[src/rtl/wsd_pkg.sv]
`default_nettype none
// ----------------------------------------------------------------------------
// wsd_pkg
// Shared types and constants of the WebSocket frame deframer: parse phases,
// result kinds and the record that passes from the parser to the output side.
// ----------------------------------------------------------------------------
package wsd_pkg;

  // Width of the decoded payload length (top bit of the 64-bit field dropped)
  localparam int unsigned LenW = 63;
  localparam int unsigned KeyW = 32;

  // Short length codes that announce an extended length
  localparam logic [6:0] Len16Code = 7'd126;
  localparam logic [6:0] Len64Code = 7'd127;

  // Byte counts of the extended length and of the masking key
  localparam logic [3:0] Ext16Bytes = 4'd2;
  localparam logic [3:0] Ext64Bytes = 4'd8;
  localparam logic [3:0] KeyBytes   = 4'd4;

  typedef enum logic [2:0] {
    PhHdr0    = 3'd0,
    PhHdr1    = 3'd1,
    PhExtLen  = 3'd2,
    PhKey     = 3'd3,
    PhPayload = 3'd4
  } wsd_phase_e;

  typedef enum logic {
    KindHeader  = 1'b0,
    KindPayload = 1'b1
  } wsd_kind_e;

  // One pending result: raw byte and key byte, unmasked on the output side
  typedef struct packed {
    wsd_kind_e         kind;
    logic [7:0]        data;
    logic [7:0]        key;
    logic              fin;
    logic [3:0]        opcode;
    logic              masked;
    logic [LenW-1:0]   length;
    logic              last;
  } wsd_entry_t;

endpackage
`default_nettype wire

[src/rtl/wsd_if.sv]
`default_nettype none
// ----------------------------------------------------------------------------
// wsd_if
// Valid/ready channels of the deframer: the received byte stream and the
// stream of header and payload results.
// ----------------------------------------------------------------------------
interface wsd_in_if;
  logic       valid;
  logic       ready;
  logic [7:0] in_byte;

  modport source (output valid, output in_byte, input ready);
  modport sink   (input valid, input in_byte, output ready);
endinterface

interface wsd_out_if;
  logic                      valid;
  logic                      ready;
  logic                      kind;
  logic [7:0]                out_byte;
  logic                      final_fragment;
  logic [3:0]                frame_opcode;
  logic                      was_masked;
  logic [wsd_pkg::LenW-1:0]  frame_length;
  logic                      last_byte;

  modport source (
    output valid, output kind, output out_byte, output final_fragment,
    output frame_opcode, output was_masked, output frame_length,
    output last_byte, input ready
  );
  modport sink (
    input valid, input kind, input out_byte, input final_fragment,
    input frame_opcode, input was_masked, input frame_length,
    input last_byte, output ready
  );
endinterface
`default_nettype wire

[src/rtl/wsd_front.sv]
`default_nettype none
// ----------------------------------------------------------------------------
// wsd_front
// Frame header parser. Takes one byte per beat, tracks the parse phase,
// collects the extended length and masking key, and pushes one record per
// header completion or payload byte.
// ----------------------------------------------------------------------------
module wsd_front (
  input  wire logic                clk_i,
  input  wire logic                rst_ni,
  input  wire logic                accept_i,
  input  wire logic [7:0]          byte_i,
  output      logic                push_o,
  output      wsd_pkg::wsd_entry_t entry_o
);

  wsd_pkg::wsd_phase_e             phase_q, phase_d;
  logic                            fin_q, fin_d;
  logic [3:0]                      op_q, op_d;
  logic                            mask_q, mask_d;
  logic [wsd_pkg::LenW-1:0]        len_q, len_d;
  logic [3:0]                      ext_q, ext_d;
  logic [wsd_pkg::KeyW-1:0]        key_q, key_d;
  logic [wsd_pkg::LenW-1:0]        left_q, left_d;
  logic [1:0]                      kidx_q, kidx_d;

  logic [6:0]                      len7;
  logic [wsd_pkg::LenW-1:0]        len_ext;
  logic [3:0]                      ext_dec;
  logic                            is_code;
  logic                            hdr_done;
  logic [wsd_pkg::LenW-1:0]        hdr_len;
  logic                            hdr_empty;
  logic                            pay_last;
  logic [7:0]                      key_byte;

  assign len7      = byte_i[6:0];
  assign len_ext   = {len_q[wsd_pkg::LenW-9:0], byte_i};
  assign ext_dec   = ext_q - 4'd1;
  assign is_code   = (len7 == wsd_pkg::Len16Code) || (len7 == wsd_pkg::Len64Code);
  assign hdr_empty = (hdr_len == '0);
  assign pay_last  = (left_q == wsd_pkg::LenW'(1));
  // First key byte sits in the top byte
  assign key_byte  = key_q[{~kidx_q, 3'b000} +: 8];

  // Detect the byte that completes a header and the length it carries
  always_comb begin
    hdr_done = 1'b0;
    hdr_len  = len_q;
    case (phase_q)
      wsd_pkg::PhHdr1: begin
        hdr_done = !is_code && !byte_i[7];
        hdr_len  = wsd_pkg::LenW'(len7);
      end
      wsd_pkg::PhExtLen: begin
        hdr_done = (ext_dec == '0) && !mask_q;
        hdr_len  = len_ext;
      end
      wsd_pkg::PhKey: begin
        hdr_done = (ext_dec == '0);
      end
      default: begin
        hdr_done = 1'b0;
      end
    endcase
  end

  // Next parse phase
  always_comb begin
    phase_d = phase_q;
    if (accept_i) begin
      case (phase_q)
        wsd_pkg::PhHdr1: begin
          if (is_code) begin
            phase_d = wsd_pkg::PhExtLen;
          end else if (byte_i[7]) begin
            phase_d = wsd_pkg::PhKey;
          end else begin
            phase_d = hdr_empty ? wsd_pkg::PhHdr0 : wsd_pkg::PhPayload;
          end
        end
        wsd_pkg::PhExtLen: begin
          if (ext_dec == '0) begin
            if (mask_q) begin
              phase_d = wsd_pkg::PhKey;
            end else begin
              phase_d = hdr_empty ? wsd_pkg::PhHdr0 : wsd_pkg::PhPayload;
            end
          end
        end
        wsd_pkg::PhKey: begin
          if (ext_dec == '0) begin
            phase_d = hdr_empty ? wsd_pkg::PhHdr0 : wsd_pkg::PhPayload;
          end
        end
        wsd_pkg::PhPayload: begin
          if (pay_last) begin
            phase_d = wsd_pkg::PhHdr0;
          end
        end
        default: begin
          phase_d = wsd_pkg::PhHdr1;
        end
      endcase
    end
  end

  // Field registers and the pushed record
  always_comb begin
    fin_d  = fin_q;
    op_d   = op_q;
    mask_d = mask_q;
    len_d  = len_q;
    ext_d  = ext_q;
    key_d  = key_q;
    left_d = left_q;
    kidx_d = kidx_q;
    push_o = 1'b0;

    if (accept_i) begin
      case (phase_q)
        wsd_pkg::PhHdr1: begin
          mask_d = byte_i[7];
          if (len7 == wsd_pkg::Len16Code) begin
            len_d = '0;
            ext_d = wsd_pkg::Ext16Bytes;
          end else if (len7 == wsd_pkg::Len64Code) begin
            len_d = '0;
            ext_d = wsd_pkg::Ext64Bytes;
          end else begin
            len_d = wsd_pkg::LenW'(len7);
            if (byte_i[7]) begin
              ext_d = wsd_pkg::KeyBytes;
            end
          end
        end
        wsd_pkg::PhExtLen: begin
          len_d = len_ext;
          ext_d = ((ext_dec == '0) && mask_q) ? wsd_pkg::KeyBytes : ext_dec;
        end
        wsd_pkg::PhKey: begin
          key_d = {key_q[wsd_pkg::KeyW-9:0], byte_i};
          ext_d = ext_dec;
        end
        wsd_pkg::PhPayload: begin
          kidx_d = kidx_q + 2'd1;
          left_d = left_q - wsd_pkg::LenW'(1);
          push_o = 1'b1;
        end
        default: begin
          fin_d  = byte_i[7];
          op_d   = byte_i[3:0];
          mask_d = 1'b0;
          len_d  = '0;
          key_d  = '0;
          kidx_d = '0;
          ext_d  = '0;
          left_d = '0;
        end
      endcase

      // Header complete: arm the payload counter
      if (hdr_done) begin
        push_o = 1'b1;
        kidx_d = '0;
        ext_d  = '0;
        left_d = hdr_len;
      end
    end
  end

  // Build the record for the output side
  always_comb begin
    entry_o.kind   = wsd_pkg::KindHeader;
    entry_o.data   = '0;
    entry_o.key    = '0;
    entry_o.fin    = fin_q;
    entry_o.opcode = op_q;
    entry_o.masked = mask_d;
    entry_o.length = len_d;
    entry_o.last   = hdr_empty;
    if (phase_q == wsd_pkg::PhPayload) begin
      entry_o.kind = wsd_pkg::KindPayload;
      entry_o.data = byte_i;
      entry_o.key  = key_byte;
      entry_o.last = pay_last;
    end
  end

  // Parser state
  always_ff @(posedge clk_i or negedge rst_ni) begin
    if (!rst_ni) begin
      phase_q <= wsd_pkg::PhHdr0;
      fin_q   <= 1'b0;
      op_q    <= '0;
      mask_q  <= 1'b0;
      len_q   <= '0;
      ext_q   <= '0;
      key_q   <= '0;
      left_q  <= '0;
      kidx_q  <= '0;
    end else begin
      phase_q <= phase_d;
      fin_q   <= fin_d;
      op_q    <= op_d;
      mask_q  <= mask_d;
      len_q   <= len_d;
      ext_q   <= ext_d;
      key_q   <= key_d;
      left_q  <= left_d;
      kidx_q  <= kidx_d;
    end
  end

endmodule
`default_nettype wire

[src/rtl/wsd_queue.sv]
`default_nettype none
// ----------------------------------------------------------------------------
// wsd_queue
// Short first-in first-out queue of result records between the parser and
// the output stage.
// ----------------------------------------------------------------------------
module wsd_queue #(
  parameter int unsigned QueueDepth = 2
) (
  input  wire logic                clk_i,
  input  wire logic                rst_ni,
  input  wire logic                push_i,
  input  wire wsd_pkg::wsd_entry_t entry_i,
  output      logic                full_o,
  input  wire logic                pop_i,
  output      logic                valid_o,
  output      wsd_pkg::wsd_entry_t entry_o
);

  localparam int unsigned PtrW = (QueueDepth > 1) ? $clog2(QueueDepth) : 1;
  localparam int unsigned CntW = $clog2(QueueDepth + 1);
  localparam logic [PtrW-1:0] PtrLast = PtrW'(QueueDepth - 1);
  localparam logic [CntW-1:0] CntFull = CntW'(QueueDepth);

  wsd_pkg::wsd_entry_t mem_q [QueueDepth];
  logic [PtrW-1:0]     wr_ptr_q, wr_ptr_d;
  logic [PtrW-1:0]     rd_ptr_q, rd_ptr_d;
  logic [CntW-1:0]     cnt_q, cnt_d;
  logic                do_push;
  logic                do_pop;

  assign full_o  = (cnt_q == CntFull);
  assign valid_o = (cnt_q != '0);
  assign do_push = push_i && !full_o;
  assign do_pop  = pop_i && valid_o;
  assign entry_o = mem_q[rd_ptr_q];

  // Advance pointers and occupancy
  always_comb begin
    wr_ptr_d = wr_ptr_q;
    rd_ptr_d = rd_ptr_q;
    cnt_d    = cnt_q;
    if (do_push) begin
      wr_ptr_d = (wr_ptr_q == PtrLast) ? '0 : wr_ptr_q + PtrW'(1);
    end
    if (do_pop) begin
      rd_ptr_d = (rd_ptr_q == PtrLast) ? '0 : rd_ptr_q + PtrW'(1);
    end
    if (do_push && !do_pop) begin
      cnt_d = cnt_q + CntW'(1);
    end else if (do_pop && !do_push) begin
      cnt_d = cnt_q - CntW'(1);
    end
  end

  always_ff @(posedge clk_i or negedge rst_ni) begin
    if (!rst_ni) begin
      wr_ptr_q <= '0;
      rd_ptr_q <= '0;
      cnt_q    <= '0;
    end else begin
      wr_ptr_q <= wr_ptr_d;
      rd_ptr_q <= rd_ptr_d;
      cnt_q    <= cnt_d;
    end
  end

  // Store records
  always_ff @(posedge clk_i) begin
    if (do_push) begin
      mem_q[wr_ptr_q] <= entry_i;
    end
  end

endmodule
`default_nettype wire

[src/rtl/wsd_back.sv]
`default_nettype none
// ----------------------------------------------------------------------------
// wsd_back
// Output stage. Pops records from the queue, unmasks payload bytes and holds
// each result in an output register until the receiver takes it.
// ----------------------------------------------------------------------------
module wsd_back (
  input  wire logic                clk_i,
  input  wire logic                rst_ni,
  input  wire logic                valid_i,
  input  wire wsd_pkg::wsd_entry_t entry_i,
  output      logic                pop_o,
  wsd_out_if.source                out_o
);

  logic                     valid_q, valid_d;
  logic                     kind_q;
  logic [7:0]               byte_q;
  logic                     fin_q;
  logic [3:0]               op_q;
  logic                     mask_q;
  logic [wsd_pkg::LenW-1:0] len_q;
  logic                     last_q;

  // Load when the output register is empty or being drained
  assign pop_o = valid_i && (!valid_q || out_o.ready);

  always_comb begin
    valid_d = valid_q;
    if (pop_o) begin
      valid_d = 1'b1;
    end else if (out_o.ready) begin
      valid_d = 1'b0;
    end
  end

  always_ff @(posedge clk_i or negedge rst_ni) begin
    if (!rst_ni) begin
      valid_q <= 1'b0;
    end else begin
      valid_q <= valid_d;
    end
  end

  // Unmask and hold the result
  always_ff @(posedge clk_i) begin
    if (pop_o) begin
      kind_q <= entry_i.kind;
      byte_q <= entry_i.data ^ entry_i.key;
      fin_q  <= entry_i.fin;
      op_q   <= entry_i.opcode;
      mask_q <= entry_i.masked;
      len_q  <= entry_i.length;
      last_q <= entry_i.last;
    end
  end

  assign out_o.valid          = valid_q;
  assign out_o.kind           = kind_q;
  assign out_o.out_byte       = byte_q;
  assign out_o.final_fragment = fin_q;
  assign out_o.frame_opcode   = op_q;
  assign out_o.was_masked     = mask_q;
  assign out_o.frame_length   = len_q;
  assign out_o.last_byte      = last_q;

endmodule
`default_nettype wire

[src/rtl/websocket_frame_deframer.sv]
`default_nettype none
// ----------------------------------------------------------------------------
// websocket_frame_deframer
// Receive-side WebSocket frame parser and payload unmasker.
//
// in_i takes the received stream, one byte per beat. out_o gives one result
// per header (kind 0, out_byte 0) and one per payload byte (kind 1, byte
// already unmasked), each with the frame's FIN, opcode, mask flag and
// decoded length; last_byte marks the final payload byte, or the header of
// an empty frame. Header bytes other than the completing one give no result.
// Throughput is one byte per cycle while the queue is not full. An accepted
// byte's result is written into the queue, then loaded into the output
// register, where it is held until the receiver takes it.
// When the receiver stalls, results collect in the QueueDepth-entry queue
// behind the output register; in_i.ready drops once the queue is full.
// Reset (asynchronous, active low) empties the queue and the output
// register and makes the parser wait for the first byte of a frame header.
// ----------------------------------------------------------------------------
module websocket_frame_deframer #(
  parameter int unsigned QueueDepth = 2
) (
  input  wire logic clk_i,
  input  wire logic rst_ni,
  wsd_in_if.sink    in_i,
  wsd_out_if.source out_o
);

  logic                in_fire;
  logic                push;
  wsd_pkg::wsd_entry_t push_entry;
  logic                q_full;
  logic                q_valid;
  logic                q_pop;
  wsd_pkg::wsd_entry_t q_entry;

  assign in_i.ready = !q_full;
  assign in_fire    = in_i.valid && in_i.ready;

  wsd_front u_front (
    .clk_i    (clk_i),
    .rst_ni   (rst_ni),
    .accept_i (in_fire),
    .byte_i   (in_i.in_byte),
    .push_o   (push),
    .entry_o  (push_entry)
  );

  wsd_queue #(
    .QueueDepth (QueueDepth)
  ) u_queue (
    .clk_i   (clk_i),
    .rst_ni  (rst_ni),
    .push_i  (push),
    .entry_i (push_entry),
    .full_o  (q_full),
    .pop_i   (q_pop),
    .valid_o (q_valid),
    .entry_o (q_entry)
  );

  wsd_back u_back (
    .clk_i   (clk_i),
    .rst_ni  (rst_ni),
    .valid_i (q_valid),
    .entry_i (q_entry),
    .pop_o   (q_pop),
    .out_o   (out_o)
  );

  // Pop only from a non-empty queue
  assert property (@(posedge clk_i) disable iff (!rst_ni) q_pop |-> q_valid)
    else $error("queue popped while empty");

  // An empty queue stays empty when no byte was taken
  assert property (@(posedge clk_i) disable iff (!rst_ni)
    (!in_fire && !q_valid) |=> !q_valid)
    else $error("queue filled without an accepted byte");

  // A header result that is not last belongs to a non-empty frame
  assert property (@(posedge clk_i) disable iff (!rst_ni)
    (out_o.valid && (out_o.kind == wsd_pkg::KindHeader) && !out_o.last_byte)
      |-> (out_o.frame_length != '0))
    else $error("header of non-empty frame has zero length");

  // Header results carry a zero byte
  assert property (@(posedge clk_i) disable iff (!rst_ni)
    (out_o.valid && (out_o.kind == wsd_pkg::KindHeader)) |-> (out_o.out_byte == 8'd0))
    else $error("header result carries a data byte");

endmodule
`default_nettype wire

[src/flat_wrapper.sv]
// flat-port wrapper written by rule: the top's interface ports become plain ports
module websocket_frame_deframer_flat 
#(
  parameter int unsigned QueueDepth = 2
)
  (clk_i, rst_ni, in_i_valid, in_i_in_byte, in_i_ready, out_o_valid, out_o_kind, out_o_out_byte, out_o_final_fragment, out_o_frame_opcode, out_o_was_masked, out_o_frame_length, out_o_last_byte, out_o_ready);
  wsd_in_if in_i_i ();
  wsd_out_if out_o_i ();
  input  wire logic clk_i;
  input  wire logic rst_ni;
  input wire logic [$bits(in_i_i.valid)-1:0] in_i_valid;
  input wire logic [$bits(in_i_i.in_byte)-1:0] in_i_in_byte;
  output wire logic [$bits(in_i_i.ready)-1:0] in_i_ready;
  output wire logic [$bits(out_o_i.valid)-1:0] out_o_valid;
  output wire logic [$bits(out_o_i.kind)-1:0] out_o_kind;
  output wire logic [$bits(out_o_i.out_byte)-1:0] out_o_out_byte;
  output wire logic [$bits(out_o_i.final_fragment)-1:0] out_o_final_fragment;
  output wire logic [$bits(out_o_i.frame_opcode)-1:0] out_o_frame_opcode;
  output wire logic [$bits(out_o_i.was_masked)-1:0] out_o_was_masked;
  output wire logic [$bits(out_o_i.frame_length)-1:0] out_o_frame_length;
  output wire logic [$bits(out_o_i.last_byte)-1:0] out_o_last_byte;
  input wire logic [$bits(out_o_i.ready)-1:0] out_o_ready;
  assign in_i_i.valid = in_i_valid;
  assign in_i_i.in_byte = in_i_in_byte;
  assign in_i_ready = in_i_i.ready;
  assign out_o_valid = out_o_i.valid;
  assign out_o_kind = out_o_i.kind;
  assign out_o_out_byte = out_o_i.out_byte;
  assign out_o_final_fragment = out_o_i.final_fragment;
  assign out_o_frame_opcode = out_o_i.frame_opcode;
  assign out_o_was_masked = out_o_i.was_masked;
  assign out_o_frame_length = out_o_i.frame_length;
  assign out_o_last_byte = out_o_i.last_byte;
  assign out_o_i.ready = out_o_ready;
  websocket_frame_deframer #(.QueueDepth(QueueDepth)) u_core (.clk_i(clk_i), .rst_ni(rst_ni), .in_i(in_i_i), .out_o(out_o_i));
endmodule
[config.mk]
export PLATFORM = sky130hd
export DESIGN_NAME = websocket_frame_deframer_flat
export DESIGN_NICKNAME = d
export VERILOG_FILES = /design/src/rtl/wsd_pkg.sv /design/src/rtl/wsd_if.sv /design/src/rtl/wsd_front.sv /design/src/rtl/wsd_queue.sv /design/src/rtl/wsd_back.sv /design/src/rtl/websocket_frame_deframer.sv /design/src/flat_wrapper.sv
export SDC_FILE = /design/constraint.sdc
export NUM_CORES = 1
export LEC_CHECK = 0
export ABC_AREA = 1
export BUFFER_PORTS_ARGS = -buffer_cell sky130_fd_sc_hd__buf_2
export CORE_AREA = 2 2 195 197
export DETAILED_ROUTE_END_ITERATION = 8
export DIE_AREA = 0 0 197 199
export PLACE_DENSITY = 0.71
export SYNTH_ARGS = -nofsm -noshare
export SYNTH_HDL_FRONTEND = slang
export SYNTH_SLANG_ARGS = --single-unit
[constraint.sdc]
create_clock -name clk_i -period 15 [get_ports clk_i]
set_clock_uncertainty 0.2 [all_clocks]
set_input_delay 3 -clock clk_i [delete_from_list [all_inputs] [get_ports clk_i]]
set_output_delay 3 -clock clk_i [all_outputs]
set_load 0.02 [all_outputs]
-- Word-level counts from Yosys, hierarchy flattened
Memories as Yosys holds them, arrays and structs flattened.
Cells that the tools add are included.
- register bits after elaboration: 257
- bits in latches: 0
- RAM bits: 174
- bits in read-only memories: 0
- input port bits: 12
- output and inout bits: 81
- logic and storage cells: 120
- memories kept: 1
- memory list (name ; depth ; bits a word ; rd ports ; clocked after Yosys merged registers in ; write ports ; line ; source):
    u_core.u_queue.mem_q ; 2 ; 87 ; 1 ; 0 ; 1 ; wsd_queue.sv:25 ; wsd_pkg::wsd_entry_t mem_q [QueueDepth];
- $add $sub $neg: 7
- multiply operators: 0
- div/mod/pow operators: 0
- $lt $le $gt $ge: 0
- equal/unequal tests: 14
- shift-type cells: 1
- muxes and demuxes: 40
- bitwise gates (word level): 4
- reductions and logical operators: 33
- operator list (cell ; number):
    63-bit one-hot mux with 2 select lines ; 2
    63-bit one-hot mux with 3 select lines ; 1
    63-bit two-way mux ; 2
    32-bit one-hot mux with 2 select lines ; 1
    63-bit by 1-bit equality test with 1-bit output, second input constant ; 1
    63-bit zero test ; 1
    63-bit by 1-bit subtractor with 63-bit output, second input constant ; 1
    32-bit by 6-bit variable part select with 8-bit output ; 1
    3-bit two-way mux ; 7
    4-bit two-way mux ; 5
    17-bit two-way mux ; 1
    4-bit one-hot mux with 4 select lines ; 1
    7-bit equality test, second input constant ; 2
    7-bit two-way mux ; 2
    3-bit one-hot mux with 4 select lines ; 1
    1-bit two-way mux ; 11
    1-bit logical AND ; 9
    3-bit OR reduction ; 3
    2-bit inequality test, second input constant ; 4
    8-bit XOR ; 1
    1-bit zero test ; 7
    3-bit by 2-bit equality test with 1-bit output, second input constant ; 2
    2-bit two-way mux ; 3
    2-bit AND reduction ; 3
    21 further kinds ; 27

-- Longest topological paths before layout
Gate-level depths: netlist of the first run.
- word-level depth: 12
- gate-level depth with buffers: 15
- gate-level depth less buffers: 13

-- Cells and area by module
A second synthesis of the first run with hierarchy kept.
- cell total of the unflattened synthesis: 2254
- area total of the unflattened synthesis: 19899.1 sq um
- by module, submodules not included (module ; instances ; cells an instance ; area each (sq um) ; seq. area each (sq um)):
    wsd_front ; 1 ; 1648 ; 10791.6 ; 4329.2
    wsd_queue ; 1 ; 486 ; 6556.3 ; 5325.1
    wsd_back ; 1 ; 117 ; 2537.4 ; 2397.3
    websocket_frame_deframer ; 1 ; 3 ; 13.8 ; 0.0

-- Worst setup path after synthesis of the first run
Ideal clock, no wire load.
- path type: input to register
- from: input port out_o_ready
- to: register u_core.u_queue.cnt_q[1]
- library setup time: 0.131 ns
- arrival time: 8.056 ns
- required time: 14.669 ns
- slack: 6.614 ns
- stages: 7
- path buffers: 0
- cell sequence: nor2_1 > a21oi_1 > inv_1 > ha_1 > a21oi_1 > o21ai_0 > xor2_1
- longest elaborated chain between the ends: 6
- elaborated cells on any way between the ends: 8
- classes of those cells: mux (1); reduce/logical (7)
- RTL lines (element ; line ; source):
    from (decl) ; flat_wrapper.sv:22 ; input wire logic [$bits(out_o_i.ready)-1:0] out_o_ready;
    1-bit logical OR * ; wsd_back.sv:26 ; assign pop_o = valid_i && (!valid_q || out_o.ready);
    1-bit logical AND * ; wsd_back.sv:26 ;
    named net u_core.q_pop ; websocket_frame_deframer.sv:33 ; logic q_pop;
    1-bit logical AND * ; wsd_queue.sv:35 ; assign do_pop = pop_i && valid_o;
    1-bit zero test ; wsd_queue.sv:49 ; if (do_push && !do_pop) begin
    1-bit logical AND ; wsd_queue.sv:49 ;
    2-bit two-way mux or 2-bit nonzero test (tied branches) ; n/a ;
    to (signal assigned) ; wsd_queue.sv:64 ; cnt_q <= cnt_d;
    to (decl) ; wsd_queue.sv:28 ; logic [CntW-1:0] cnt_q, cnt_d;
The timed path passes the listed nets; every way through them passes the cells marked *.
A chain may end at the register's enable or synchronous reset.

-- Worst setup path after layout of the first run
- from: input port in_i_in_byte[1]
- to: memory u_core.u_queue.mem_q[1][14] (netlist bit) (enable)
- longest elaborated chain between the ends: 10
- elaborated cells on any way between the ends: 11
- classes of those cells: eq/ne (2); mux (5); reduce/logical (4)
- RTL lines (element ; line ; source):
    from (decl) ; flat_wrapper.sv:12 ; input wire logic [$bits(in_i_i.in_byte)-1:0] in_i_in_byte;
    7-bit equality test ; wsd_front.sv:40 ; assign is_code = (len7 == wsd_pkg::Len16Code) || (len7 == wsd_pkg::Len64Code);
    1-bit logical OR * ; wsd_front.sv:40 ;
    1-bit zero test * ; wsd_front.sv:52 ; hdr_done = !is_code && !byte_i[7];
    1-bit logical AND * ; wsd_front.sv:52 ;
    1-bit one-hot mux with 3 select lines * ; wsd_front.sv:50 ; case (phase_q)
    1-bit two-way mux * ; wsd_front.sv:163 ; if (hdr_done) begin
    1-bit two-way mux * ; wsd_front.sv:120 ; if (accept_i) begin
    1-bit logical AND * ; wsd_queue.sv:34 ; assign do_push = push_i && !full_o;
    1-bit two-way mux * ; wsd_queue.sv:70 ; if (do_push) begin
    1-bit two-way mux (implied by the code) * ; wsd_queue.sv:71 ; mem_q[wr_ptr_q] <= entry_i;
    to (decl) ; wsd_queue.sv:25 ;
Mark *: on every way between the ends. The rest lies on a longest branch, timed or not.

==> flow_metrics.py, run 1 <==
metrics = {
    "clock_tree": {
        "insertion_delay_ps": 580,
        "cts_tree": "built",
        "clk_pin_slew_ps": 60,
        "cts.path.max_buffers": 3,
        "cts.root.buffer_cell": "clkbuf_16",
        "cts.sinks": 431,
        "cts_buffers": 43,
        "htree_num_levels": 2,
        "post-cts-setup-buffers": 0,
        "cts_hold_buf": 0,
        "post_cts_resize_count": 0,
    },
    "detailed_routing": {
        "wl_mm": 53.42,
        "vias_per_cell": 5.643,
        "antenna_left": 0,
        "drt-initial-drc-count": 1837,
        "drc_errors": 0,
        "first_pass_iters": 8,
        "wl_per_cell_um": 18.59,
        "vias": 16219,
    },
    "final_layout": {
        "drive_above_1_share_pct": 8.625,
        "diodes": 0,
        "final_area_um2": 22390,
        "utilization_pct": 60.30,
        "area_growth_pct": 11.03,
        "fin_nets": 2383,
        "fin_cells": 2874,
    },
    "global_route": {
        "antenna_found_initial": 0,
        "grt_pass1_vias": 15263,
        "overflow": 0,
        "grt_pass1_wl_mm": 83.49,
        "grt_max_degree": 110,
        "grt_usage_pct": 27.61,
    },
    "synth": {
        "yosysSeqAreaShare_pct": 59.76,
        "syn-num-nets": 2328,
        "synth_top_area_cell": "edfxtp_1",
        "synth_top_area_share_pct": 37.67,
        "synth-seq-cells": 431,
        "syn_inst": 2311,
        "avgSynthCellArea_um2": 8.727,
        "ys_types": 39,
        "yosys_warnings": 0,
        "netlist_area_um2": 20170,
        "ys_top_cells_by_area": "edfxtp_1, dfrtp_1, nand2_1, o21ai_0, nor2_1",
    },
    "timing": {
        "slew_viol_final": 0,
        "rsz0062_at_grt": "no",
        "slew_headroom_pct": 33.29,
        "min_period_over_period_pct": 41.44,
        "tightestPinTransition_ps": 999.1,
        "hold_viol": 0,
        "max_freq_mhz": 160.9,
        "fin_setup_tns_ps": 0,
        "setup_viol": 0,
        "period_needed_ps": 6217,
    },
    "die": {
        "fp-row-count": 71,
        "coreArea_um2": 37130,
        "die-area_um2": 39200,
        "die_h_um": 199,
        "start_util_pct": 54.31,
        "fp.dieW_um": 197,
        "io_pins": 93,
    },
    "critical_path": {
        "crit_type": "input pin to register",
        "r2r.worst_path.cells": 10,
        "crit_arrival_ps": 6220,
        "rrSetupSlack_ps": 10910,
        "end_kind": "register",
        "cp_max_fo": 59,
        "crit_required_ps": 15000,
        "worst_r2r_startpoint": "u_core.u_front.ext_q[0]",
        "cp-endpoint": "u_core.u_queue.mem_q[1][14]",
        "timing.rr.end": "u_core.u_queue.mem_q[1][14]",
        "critPathLaunchType": "input pin",
        "crit_start": "in_i_in_byte[1]",
    },
    "place": {
        "placed_cell_area_um2": 20970,
        "gp_congestion": 0.9887,
        "io_buffers": 92,
        "placedCellCount": 2795,
        "dp_hpwl_mm": 35.99,
    },
    "outcome": {
        "outcome": "completed",
    },
    "min_path": {
        "hold_class": "register to register",
    },
    "power": {
        "p_per_area_nw_per_um2": 235.8,
        "ir_drop_mv": 0.1624,
        "p_leak_nw": 9.985,
        "power_w": 0.005281,
    },
    "flow_run": {
        "drv_cap": 0,
    },
}
per-stage QoR:
stage / worst slack [ps] / hold WS [ps]
after floorplan: 6614 / 242.4
after global placement: 8362 / 264.6
after detailed placement: 8240 / 285.5
after CTS: 8842 / 298.7
after global routing: 8572 / 316.2
final: 8783 / 292.8
area by class of cell:
class                   instances  area, um2
flip-flops and latches        431      12050
fillers                      3201      14740
multi-input cells            1600       7051
well taps                     474      593.1
repair buffers                110      601.8
clock inverters                26      274.0
clock buffers                  53       1145
inverters                     180      675.6
cell usage after synthesis:
| library cell | instances |
|---|---|
| nor3_2 | 2 |
| nand2_2 | 1 |
| nand4_1 | 8 |
| buf_1 | 6 |
| and2_1 | 1 |
| xor2_1 | 20 |
| a31oi_1 | 1 |
| clkbuf_1 | 56 |
| clkinv_1 | 1 |
| nand3b_1 | 1 |
| inv_1 | 171 |
| a21boi_0 | 1 |
| buf_4 | 3 |
| nand3_1 | 146 |
| a21oi_1 | 67 |
| nand3_2 | 3 |
| or2_2 | 6 |
| a22oi_1 | 2 |
| o31ai_1 | 6 |
| nor3_1 | 16 |
| buf_6 | 2 |
| a211oi_1 | 1 |
| nor2_2 | 7 |
| o21bai_1 | 1 |
| o21ai_0 | 262 |
| inv_2 | 8 |
| o21ai_1 | 17 |
| ha_1 | 5 |
| dfrtp_1 | 178 |
| o22ai_1 | 2 |
| xnor2_1 | 11 |
| buf_2 | 33 |
| nand2_1 | 758 |
| a41oi_1 | 1 |
| nor4_1 | 1 |
| o41ai_1 | 1 |
| a21o_1 | 1 |
| edfxtp_1 | 253 |
| nor2_1 | 251 |
metal layers:
layer	track usage, %	up-vias	wire length (um)
met5	0	-	0
met4	8.159	0	1513
met3	5.612	103	4711
met2	42.18	702	23680
met1	40.14	7732	23520
li1	-	7682	-
power by group:
part | leakage (nW) | switching (W) | internal [W]
clock network | 0.696 | 0.000462 | 0.000632
registers | 4.83 | 0.000160 | 0.00161
logic | 4.46 | 0.00183 | 0.000584
worst max-delay path, stage by stage:
cell and delay, ps:
buf_2 110, inv_1 110, nor3_1 90, o21ai_1 300, nand3_1 190, nand2_1 90
buf_4 470, o21ai_1 280, nor2_4 740, buf_4 730
logic make-up after synthesis:
kind of cell / after synthesis / synth area share, %
adder cells (fa/ha/maj): 5 / 0.3102
AO/OA/AOI/OAI: 363 / 9.213
AND/OR/NAND/NOR: 1201 / 23.83
XOR/XNOR: 31 / 1.346
flip-flops: 431 / 59.76
buffers and inverters: 280 / 5.546
worst min-delay path by stage:
| stage | slack, ps | startpoint | cells after the start | endpoint |
|---|---|---|---|---|
| after floorplan | 240 | u_core.u_front.op_q[0] | 0 | u_core.u_queue.mem_q[0][65] |
| after global placement | 260 | u_core.u_queue.cnt_q[0] | 1 | u_core.u_queue.cnt_q[0] |
| after detailed placement | 290 | u_core.u_front.ext_q[3] | 2 | u_core.u_front.ext_q[3] |
| after CTS | 300 | u_core.u_front.key_q[21] | 2 | u_core.u_front.key_q[29] |
| after global routing | 320 | u_core.u_front.key_q[21] | 2 | u_core.u_front.key_q[29] |
| final | 290 | u_core.u_front.key_q[21] | 2 | u_core.u_front.key_q[29] |
state kept, by name, summed over array words and instances, names as in the netlist:
| name | flops |
|---|---|
| u_core.u_front.mask_q | 1 |
| u_core.u_queue.rd_ptr_q | 1 |
| u_core.u_back.out_o.kind | 1 |
| u_core.u_front.len_q | 63 |
| u_core.u_back.out_o.final_fragment | 1 |
| u_core.u_front.kidx_q | 2 |
| u_core.u_queue.cnt_q | 2 |
| u_core.u_back.out_o.frame_length | 63 |
| u_core.u_back.out_o.last_byte | 1 |
| u_core.u_front.fin_q | 1 |
| u_core.u_back.out_o.out_byte | 8 |
| u_core.u_back.out_o.frame_opcode | 4 |
| u_core.u_front.ext_q | 4 |
| u_core.u_back.out_o.was_masked | 1 |
| u_core.u_front.left_q | 63 |
| u_core.u_queue.wr_ptr_q | 1 |
| u_core.u_back.out_o.valid | 1 |
| u_core.u_front.phase_q | 3 |
| u_core.u_front.key_q | 32 |
| u_core.u_queue.mem_q | 174 |
| u_core.u_front.op_q | 4 |
cells in the final DEF, fill, tap and decap left out, types with 2 or more instances in the layout:
| master | Yosys | routed |
|---|---|---|
| a21oi_1 | 67 | 66 |
| a22oi_1 | 2 | 2 |
| buf_2 | 33 | 91 |
| buf_4 | 3 | 18 |
| bufinv_16 | 0 | 5 |
| clkbuf_1 | 56 | 8 |
| clkbuf_16 | 0 | 44 |
| clkinv_1 | 1 | 10 |
| clkinv_2 | 0 | 6 |
| clkinv_4 | 0 | 2 |
| dfrtp_1 | 178 | 177 |
| edfxtp_1 | 253 | 253 |
| ha_1 | 5 | 5 |
| inv_1 | 171 | 170 |
| inv_2 | 8 | 9 |
| inv_6 | 0 | 3 |
| nand2_1 | 758 | 758 |
| nand3_1 | 146 | 145 |
| nand3_2 | 3 | 4 |
| nand4_1 | 8 | 8 |
| nor2_1 | 251 | 247 |
| nor2_2 | 7 | 7 |
| nor2_4 | 0 | 4 |
| nor3_1 | 16 | 16 |
| o21ai_0 | 262 | 262 |
| o21ai_1 | 17 | 17 |
| o22ai_1 | 2 | 2 |
| o31ai_1 | 6 | 6 |
| or2_2 | 6 | 6 |
| xnor2_1 | 11 | 11 |
| xor2_1 | 20 | 20 |
(Power assumes the default switching activity.)
==> run 2: changes to the inputs <==
Clock period 15 ns to 5.9 ns, I/O delays scaled along.
==> flow_metrics.py, run 2 (synthesized netlist as in run 1, its figures left out) <==
metrics = {
    "place": {
        "preCtsSetupSlack_ps": 2089,
        "gp_congestion": 0.9846,
        "placed_cell_area_um2": 21070,
        "placedCellCount": 2803,
        "io_buffers": 92,
        "dp_hpwl_mm": 36.07,
    },
    "clock_tree": {
        "insertion_delay_ps": 590,
        "cts_hold_buf": 0,
        "htree_num_levels": 2,
        "cts_tree": "built",
        "cts.path.max_buffers": 3,
        "cts.sinks": 431,
        "clk_pin_slew_ps": 60,
        "post-cts-setup-buffers": 0,
        "cts_buffers": 44,
        "post_cts_resize_count": 0,
        "cts.root.buffer_cell": "clkbuf_16",
    },
    "flow_run": {
        "drv_cap": 0,
    },
    "final_layout": {
        "fin_nets": 2392,
        "final_cell_mix": "nand2_1, o21ai_0, edfxtp_1",
        "largest-register": "u_core.u_queue.mem_q",
        "area_growth_pct": 11.54,
        "largest_register_ffs": 174,
        "fin_cells": 2885,
        "final_common_cell": "nand2_1",
        "final_area_um2": 22500,
        "drive_above_1_share_pct": 9.042,
        "diodes": 0,
    },
    "die": {
        "die-area_um2": 39200,
        "die_h_um": 199,
        "io_pins": 93,
        "fp-row-count": 71,
        "start_util_pct": 54.31,
        "coreArea_um2": 37130,
        "fp.dieW_um": 197,
    },
    "global_route": {
        "grt_pass1_vias": 15671,
        "overflow": 0,
        "grt_pass1_wl_mm": 85.64,
        "grt_util_met2_pct": 42.25,
        "use_met3_pct": 5.002,
        "antenna_found_initial": 0,
        "busiest_layer": "met2",
        "grt_max_degree": 179,
        "gr-usage-met1_pct": 41.81,
        "grt_usage_pct": 28.24,
    },
    "outcome": {
        "outcome": "completed",
    },
    "timing": {
        "setup_viol": 0,
        "tightestPinTransition_ps": 1203,
        "max_freq_mhz": 304.9,
        "hold_viol": 0,
        "rsz0062_at_grt": "no",
        "slew_viol_final": 0,
        "min_period_over_period_pct": 55.58,
        "fin_setup_tns_ps": 0,
        "slew_headroom_pct": 19.82,
        "period_needed_ps": 3279,
        "setup_slack_ps": 2621,
    },
    "detailed_routing": {
        "drc_errors": 0,
        "vias_per_cell": 5.640,
        "vias": 16270,
        "drt-initial-drc-count": 1815,
        "antenna_left": 0,
        "wl_mm": 53.90,
        "first_pass_iters": 6,
        "wl_per_cell_um": 18.68,
    },
    "power": {
        "p_leak_nw": 10.03,
        "ir_drop_mv": 0.3560,
        "power_w": 0.01346,
        "p_per_area_nw_per_um2": 598.5,
    },
    "critical_path": {
        "timing.rr.end": "u_core.u_queue.mem_q[0][0]",
        "critPathLaunchType": "input pin",
        "crit_type": "input pin to register",
        "end_kind": "register",
        "crit_required_ps": 5950,
        "r2r.worst_path.cells": 14,
        "rrSetupSlack_ps": 2620,
        "crit_arrival_ps": 3330,
        "cp_max_fo": 45,
        "worst_r2r_startpoint": "u_core.u_front.phase_q[2]",
    },
    "min_path": {
        "whs_path_depth": 2,
        "min_from": "u_core.u_front.key_q[16]",
        "hold_class": "register to register",
        "hold_path_end": "u_core.u_front.key_q[24]",
    },
}
run 2: cell count changes in the layout (fill, tap and decap cells not counted), moves of 2 or more:
cell and delta:
buf_4 +5, clkbuf_1 +5, clkinv_1 -5, buf_12 +3, clkinvlp_4 +3, clkinv_2 +2
clkinv_4 -2
run 2: layout make-up:
| cell class | instances | area, um2 |
|---|---|---|
| fillers | 3190 | 14640 |
| flip-flops and latches | 431 | 12050 |
| multi-input cells | 1600 | 7046 |
| clock buffers | 59 | 1177 |
| repair buffers | 118 | 699.4 |
| inverters | 180 | 675.6 |
| well taps | 474 | 593.1 |
| clock inverters | 23 | 251.5 |
run 2: worst max path at each step:
stage | from | endpoint | slack (ps) | cells past startpoint
final | in_i_in_byte[1] | u_core.u_queue.mem_q[0][17] | 2620 | 9
after global routing | in_i_in_byte[1] | u_core.u_queue.mem_q[0][17] | 2450 | 9
after CTS | in_i_in_byte[1] | u_core.u_queue.mem_q[0][21] | 2670 | 9
after detailed placement | in_i_in_byte[1] | u_core.u_queue.mem_q[0][15] | 2090 | 9
after global placement | in_i_in_byte[1] | u_core.u_queue.mem_q[0][14] | 2170 | 9
after floorplan | in_i_in_byte[1] | u_core.u_queue.mem_q[1][0] | 900 | 8
run 2: routing by layer:
metal  share of wire [%]  vias up
met2                  43      691
met3                 8.4      108
met4                 2.9        0
met1                  45     7783
met5                   0        -
li1                    -     7688
run 2: critical path, cell delays in order:
cell	delay, ps
buf_2	120
inv_1	140
nor3_1	90
o21ai_1	310
nand3_1	180
nand2_1	120
o21ai_1	160
nor2_4	640
buf_12	340
run 2: through the flow:
step	hold WS (ps)	utilization [%]
2_1_floorplan	242.4	-
3_3_place_gp	263.6	56.73
3_5_place_dp	268.8	56.73
4_1_cts	297.5	60.58
5_1_grt	327.9	60.58
6_report	297.6	60.58
run 2: report_power, final:
group | internal, W | switching (W)
logic | 0.00152 | 0.00465
registers | 0.00409 | 0.000410
clock network | 0.00159 | 0.00120
total | 0.00720 | 0.00626
